File: src/rtl/ncq_pkg.sv
`default_nettype none

package ncq_pkg;

  // Default sizes
  localparam int unsigned MAX_ENTRIES_DEF  = 64;
  localparam int unsigned CHANNEL_BITS_DEF = 8;

  // Fixed field widths of the ports
  localparam int unsigned PIX_W      = 8;
  localparam int unsigned INDEX_W    = 6;
  localparam int unsigned COUNT_W    = 7;
  localparam int unsigned DIST_OUT_W = 10;
  localparam int unsigned DIST_MAX   = 1023;

  // Configuration register indexes
  localparam int unsigned CFG_IDX_W = 2;
  localparam logic [CFG_IDX_W-1:0] REG_CODEWORD_COUNT = 2'd0;
  localparam logic [CFG_IDX_W-1:0] REG_COLOR_MODE     = 2'd1;

  // Request command
  typedef enum logic {
    CMD_LOAD  = 1'b0,
    CMD_PIXEL = 1'b1
  } cmd_e;

  // Request moving down the chain
  typedef struct packed {
    logic               valid;
    cmd_e               cmd;
    logic [INDEX_W-1:0] entry_index;
    logic [PIX_W-1:0]   luma;
    logic [PIX_W-1:0]   chroma_blue;
    logic [PIX_W-1:0]   chroma_red;
  } token_t;

  // Best match found so far (index and colour as they leave the block)
  typedef struct packed {
    logic [INDEX_W-1:0] index;
    logic [PIX_W-1:0]   luma;
    logic [PIX_W-1:0]   cb;
    logic [PIX_W-1:0]   cr;
  } best_t;

endpackage

`default_nettype wire

File: src/rtl/ncq_cell.sv
`default_nettype none

module ncq_cell
  import ncq_pkg::*;
#(
  parameter int unsigned INDEX        = 0,
  parameter int unsigned CHANNEL_BITS = CHANNEL_BITS_DEF
) (
  input  logic                    clk_i,
  input  logic                    rst_ni,
  input  logic                    en_i,
  input  logic [COUNT_W-1:0]      count_i,
  input  logic                    color_i,
  input  token_t                  tok_i,
  input  logic [CHANNEL_BITS+1:0] dist_i,
  input  best_t                   best_i,
  output token_t                  tok_o,
  output logic [CHANNEL_BITS+1:0] dist_o,
  output best_t                   best_o
);

  localparam int unsigned CW = CHANNEL_BITS;
  localparam int unsigned DW = CHANNEL_BITS + 2;

  logic [CW-1:0] y_q, cb_q, cr_q;
  logic [CW-1:0] px_y, px_cb, px_cr;
  logic [CW-1:0] ad_y, ad_cb, ad_cr;
  logic [DW-1:0] cand_dist;
  logic          active, take, load_hit;

  token_t        tok_q;
  logic [DW-1:0] dist_q;
  best_t         best_q;

  // Distance from the passing pixel to the held codeword
  assign px_y  = CW'(tok_i.luma);
  assign px_cb = CW'(tok_i.chroma_blue);
  assign px_cr = CW'(tok_i.chroma_red);
  assign ad_y  = (px_y  > y_q)  ? px_y  - y_q  : y_q  - px_y;
  assign ad_cb = (px_cb > cb_q) ? px_cb - cb_q : cb_q - px_cb;
  assign ad_cr = (px_cr > cr_q) ? px_cr - cr_q : cr_q - px_cr;

  always_comb begin
    cand_dist = DW'(ad_y);
    if (color_i) begin
      cand_dist = DW'(ad_y) + DW'(ad_cb) + DW'(ad_cr);
    end
  end

  // Entry 0 always seeds the search; later entries win only when strictly closer
  assign active   = (INDEX == 0) || (INDEX < 32'(count_i));
  assign take     = (INDEX == 0) || (active && (cand_dist < dist_i));
  assign load_hit = en_i && tok_i.valid && (tok_i.cmd == CMD_LOAD) &&
                    (32'(tok_i.entry_index) == INDEX);

  // Hold the codeword of this slot
  always_ff @(posedge clk_i) begin
    if (load_hit) begin
      y_q  <= px_y;
      cb_q <= px_cb;
      cr_q <= px_cr;
    end
  end

  // Advance the request and the running best match
  always_ff @(posedge clk_i or negedge rst_ni) begin
    if (!rst_ni) begin
      tok_q  <= '0;
      dist_q <= '0;
      best_q <= '0;
    end else if (en_i) begin
      tok_q <= tok_i;
      if (take) begin
        dist_q      <= cand_dist;
        best_q.index <= INDEX_W'(INDEX);
        best_q.luma  <= y_q[PIX_W-1:0];
        best_q.cb    <= cb_q[PIX_W-1:0];
        best_q.cr    <= cr_q[PIX_W-1:0];
      end else begin
        dist_q <= dist_i;
        best_q <= best_i;
      end
    end
  end

  assign tok_o  = tok_q;
  assign dist_o = dist_q;
  assign best_o = best_q;

endmodule

`default_nettype wire

File: config.mk
export PLATFORM = sky130hd
export DESIGN_NAME = ncq_cell
export DESIGN_NICKNAME = d
export VERILOG_FILES = /design/src/rtl/ncq_pkg.sv /design/src/rtl/ncq_cell.sv
export SDC_FILE = /design/constraint.sdc
export NUM_CORES = 1
export LEC_CHECK = 0
export BUFFER_PORTS_ARGS = -buffer_cell sky130_fd_sc_hd__buf_2
export CAP_MARGIN = 20
export CORE_MARGIN = 4
export CORE_UTILIZATION = 35
export CTS_BUF_LIST = sky130_fd_sc_hd__clkbuf_8
export CTS_CLUSTER_SIZE = 8
export DETAILED_ROUTE_END_ITERATION = 6
export PLACE_DENSITY = 0.67
export SYNTH_ARGS = -nofsm -noshare
export SYNTH_HDL_FRONTEND = slang
export SYNTH_SLANG_ARGS = --single-unit
File: constraint.sdc
create_clock -name clk_i -period 10.3 [get_ports clk_i]
set_clock_uncertainty 0.2 [all_clocks]
set_input_delay 2.06 -clock clk_i [delete_from_list [all_inputs] [get_ports clk_i]]
set_output_delay 2.06 -clock clk_i [all_outputs]
set_load 0.02 [all_outputs]
Yosys cells after proc, flatten, opt, wreduce, memory -nomap -nowiden
Index checks and enable logic that the tools add are counted.

storage, ports and cells
  bits in registers = 90
  bits of input ports = 83
  output and inout bits = 72
  word-level logic and storage cells = 33

cells by class
  $add $sub $neg = 8
  $lt $le $gt $ge = 3
  mux-type cells = 4
  bitwise gates (word level) = 1
  reduce and logical (&&, ||, !) cells = 4

operator list
  operator             count
  $sub A8 B8 Y8        6
  $gt A8 B8 Y1         3
  $mux W8              3
  $add A9 B8 Y10       1
  $mux W10             1
  $add A8 B8 Y9        1
  $logic_not A6 Y1     1
  $logic_and A1 B1 Y1  3
  $not A1 Y1           1

Logic depth before layout (Yosys ltp)
  depth in word-level cells = 5
  depth in mapped cells = 21
  mapped depth without buffers = 21

Worst setup path after synthesis
No wires, ideal clock.

  kind = input-to-reg
  start = input tok_i[16] (netlist name)
  end = register dist_q[8], in the netlist dist_o[8]
  setup time = 123 ps
  arrival time = 5,770 ps
  required time = 9,977 ps
  path slack = 4,207 ps
  stages = 20
  path buffers = 0
  cells stage by stage = inv_1 ha_1 inv_1 fa_1 a21o_1 a21oi_2 o221ai_1 nand2_2 mux2i_1 xor2_1 fa_1 inv_1 ha_1 a21o_1 a21oi_1 nand2b_1 a21boi_0 o41ai_1 xnor2_1 o2bb2ai_1

on the way
  cells in the longest elaborated chain, start to end = 5
  elaborated cells between the ends (all ways) = 7
  those cells by class = 4 x add/sub; 1 x order compare; 2 x mux

RTL lines
  item                                           RTL line        text
  start: declaration                             ncq_cell.sv:14  input token_t tok_i,
  $sub A8 B8 Y8 or $gt A8 B8 Y1 (tied branches)  ncq_cell.sv:39  assign ad_y = (px_y > y_q) ? px_y - y_q : y_q - px_y;
  $mux W8 *                                      ncq_cell.sv:39
  $add A8 B8 Y9 *                                ncq_cell.sv:46  cand_dist = DW'(ad_y) + DW'(ad_cb) + DW'(ad_cr);
  $add A9 B8 Y10 *                               ncq_cell.sv:46
  $mux W10 *                                     ncq_cell.sv:45  if (color_i) begin
  end signal: assignment                         ncq_cell.sv:74  dist_q <= cand_dist;
  end signal: assignment                         ncq_cell.sv:80  dist_q <= dist_i;
  end: declaration                               ncq_cell.sv:32  logic [DW-1:0] dist_q;

Mark *: on every way between the ends. The rest lies on a longest branch, timed or not.
A chain may end at the register's enable or synchronous reset.

Worst setup path in the final report
Same ends and word-level chain as after synthesis.

==> qor.csv <==
metric;value;unit
status;completed;
Worst R2R End;dist_o[8];
Main synth FF type;dfrtp_1;
hold buffers post-CTS;0;
Cells after DPL;835;
Worst R2R Setup Slack;5.30;ns
PortBufs;101;
Tmin final;6.46;ns
GRT busiest layer;met2;
Worst-path clk slew;0.09;ns
R2R depth;19;
GR Layer Usage met3;0.0349;
Area Overhead vs Synth;14.7;%
Max-Cap Viols;0;
GRT Overall Usage;0.135;
hold path startpoint;dist_o[8];
ant diodes;0;
clock sink count;90;
RSZ-0062 raised after global routing;no;
commonest non-fill, non-tap cell in the layout;buf_2;
First-pass DRT Iterations;4;
DRT Wirelength;12000;um
worst-path maximum fanout;15;
kind of critical path;in -> reg;
EDFF count, synth;24;
first-pass GRT wire length;20100;um
I/O pin total;155;
Max Clock Freq;0.155;GHz
Seq/Total Area, Yosys;0.407;
Hold Vio Cnt, Final;0;
layout cell share with drive strength beyond 1;0.287;
Critical Path Sink;dist_o[8];
DP HPWL;9090;um
worst path arrival time;6.52;ns
CTS Buf Count;9;
Via Count;4042;
Cell variety after synth;59;
most frequent cells in the layout;buf_2, inv_1, dfrtp_1;
Worst Setup Start Kind;primary input;
internal power;641;uW
crit path from;tok_i[16];
H-tree levels;3;
Final Instance Count excl. Fillers;851;
CP Capture Type;flip-flop;
routed len/inst;14.1;um
part of the cycle the worst path needs;0.627;
Setup Buffers After CTS;0;
GR Layer Usage met2;0.213;
met1 usage;0.185;
Synth Instances;538;
Setup violations, final;0;
switch share;0.338;
Comb power frac;0.329;
maximum clock insertion buffer count;2;
vias in the first global route;4035;
Worst-Margin Slew;0.920;ns
clock latency on the worst-skew pair;0.37;ns
sequential power share;0.427;
synthesized flop and latch total;90;
Slew Limit Headroom;0.387;
initial core utilization;0.362;
DRT antenna net count;0;
Final #Nets;780;
die span in y;137;um
sum of negative setup slack;0;ns
mapped cell area;5840;um^2
Hold Crit Class;reg -> reg;
1st-iter DRT viols;147;
via density per instance;4.75;
Final GP Congestion;0.867;
Async S/R FF share, synth;0.733;
die area;18800;um^2
Leak Pwr;3.18;nW
Mean Syn Cell Area;10.8;um^2
CTS tree;built;
# fillers;1578;
gr ovfl total;0;
CTS Root Cell;clkbuf_8;
core box area;16100;um^2
placement row count;46;
peak supply drop;0.0644;mV
Worst EP required;10.36;ns
worst r2r src;y_q[0];
largest net degree at the start of global routing;75;
die width;137;um
pwr/cell area;145;nW/um^2
initial antenna violation count;0;
post_cts resized;0;
YS warnings;0;
switching pwr;327;uW
Remaining DRCs;0;
Clock power frac;0.244;
Slew Limit Fails;0;
==> synthesized netlist by cell type (3+ instances only) <==
| cell type | number | area [um^2] |
|---|---|---|
| o21ai_1 | 3 | 15.0 |
| a211oi_1 | 5 | 37.5 |
| nor3_1 | 4 | 20.0 |
| buf_4 | 7 | 52.6 |
| inv_1 | 80 | 300 |
| a21o_1 | 8 | 60.1 |
| a21oi_1 | 35 | 175 |
| xor2_1 | 7 | 61.3 |
| o21ai_0 | 13 | 65.1 |
| ha_1 | 52 | 651 |
| nand3b_1 | 5 | 37.5 |
| edfxtp_1 | 24 | 721 |
| nand3_1 | 9 | 45.0 |
| nor2b_1 | 6 | 37.5 |
| mux2i_1 | 15 | 150 |
| dfrtp_1 | 66 | 1650 |
| xnor2_1 | 16 | 140 |
| fa_1 | 15 | 300 |
| clkbuf_1 | 15 | 56.3 |
| nand4_1 | 4 | 25.0 |
| nor2_1 | 16 | 60.1 |
| nand2_1 | 21 | 78.8 |
| mux2_2 | 59 | 664 |
| o21a_1 | 3 | 22.5 |
==> registers in the layout, indices dropped and copies added, names as in the netlist <==
name    cells
best_o     24
cb_q        8
cr_q        8
dist_o     10
tok_o      32
y_q         8
==> worst min path at each step <==
stage	end	slack [ns]	depth (start not counted)
after global placement	dist_o[9]	0.27	1
after floorplan	best_o[15]	0.28	1
after detailed placement	dist_o[9]	0.27	1
final	dist_o[8]	0.29	1
after global routing	dist_o[8]	0.31	1
after CTS	dist_o[9]	0.29	1
==> worst max-delay path, stage by stage <==
cell and delay [ns]:
buf_2 0.12, inv_1 0.06, ha_1 0.16, inv_1 0.05, fa_1 0.39, a21o_1 0.19
a21oi_2 0.23, o221ai_1 0.18, nand2_2 0.32, mux2i_1 0.35, xor2_1 0.16, fa_1 0.61
inv_1 0.06, ha_1 0.28, a21o_1 0.18, a21oi_1 0.22, nand2b_1 0.14, a21boi_0 0.14
o41ai_1 0.35, xnor2_1 0.17, o2bb2ai_1 0.09
==> power groups by stage <==
stage	Combinational [mW]	Clock, mW	Sequential, mW
2_1_floorplan	0.190	0	0.461
3_3_place_gp	0.317	0	0.420
3_5_place_dp	0.322	0	0.421
4_1_cts	0.323	0.249	0.414
5_1_grt	0.357	0.262	0.418
6_report	0.318	0.236	0.413
==> final cells by class <==
class                   count  area (um^2)  area share
inverters                  80          300      0.0449
repair buffers            102          518      0.0774
multi-input cells         347         3050       0.455
flip-flops and latches     90         2370       0.355
clock buffers               9          124      0.0185
clock inverters             7         60.1     0.00898
well taps                 216          270      0.0404
==> kinds of logic after synthesis <==
group                      after synthesis  share of synthesized area
adders and majority gates               67                      0.163
other                                    1                   0.000643
muxes                                   75                      0.142
DFF                                     90                      0.407
AOI/OAI and AO/OA                       99                      0.112
and+or+nand+nor                         77                     0.0663
xor gates and xnor gates                23                     0.0345
buffers and inverters                  106                     0.0757
==> routing by layer <==
layer | share of wire | up-vias
met3 | 0.047 | 15
li1 | - | 2029
met5 | 0 | -
met2 | 0.45 | 79
met4 | 0.013 | 0
met1 | 0.49 | 1919
==> through the flow <==
stage	setup slack [ns]	hold WS (ns)	utilization	power, mW	instance area [um^2]
3_5_place_dp	3.44	0.272	0.404	0.744	6510
2_1_floorplan	4.21	0.281	-	0.651	5850
4_1_cts	3.85	0.294	0.415	0.986	6690
6_report	3.84	0.288	0.415	0.968	6690
3_3_place_gp	3.49	0.269	0.404	0.737	6510
5_1_grt	3.57	0.313	0.415	1.04	6690
Power figures use the tool's default switching activity.
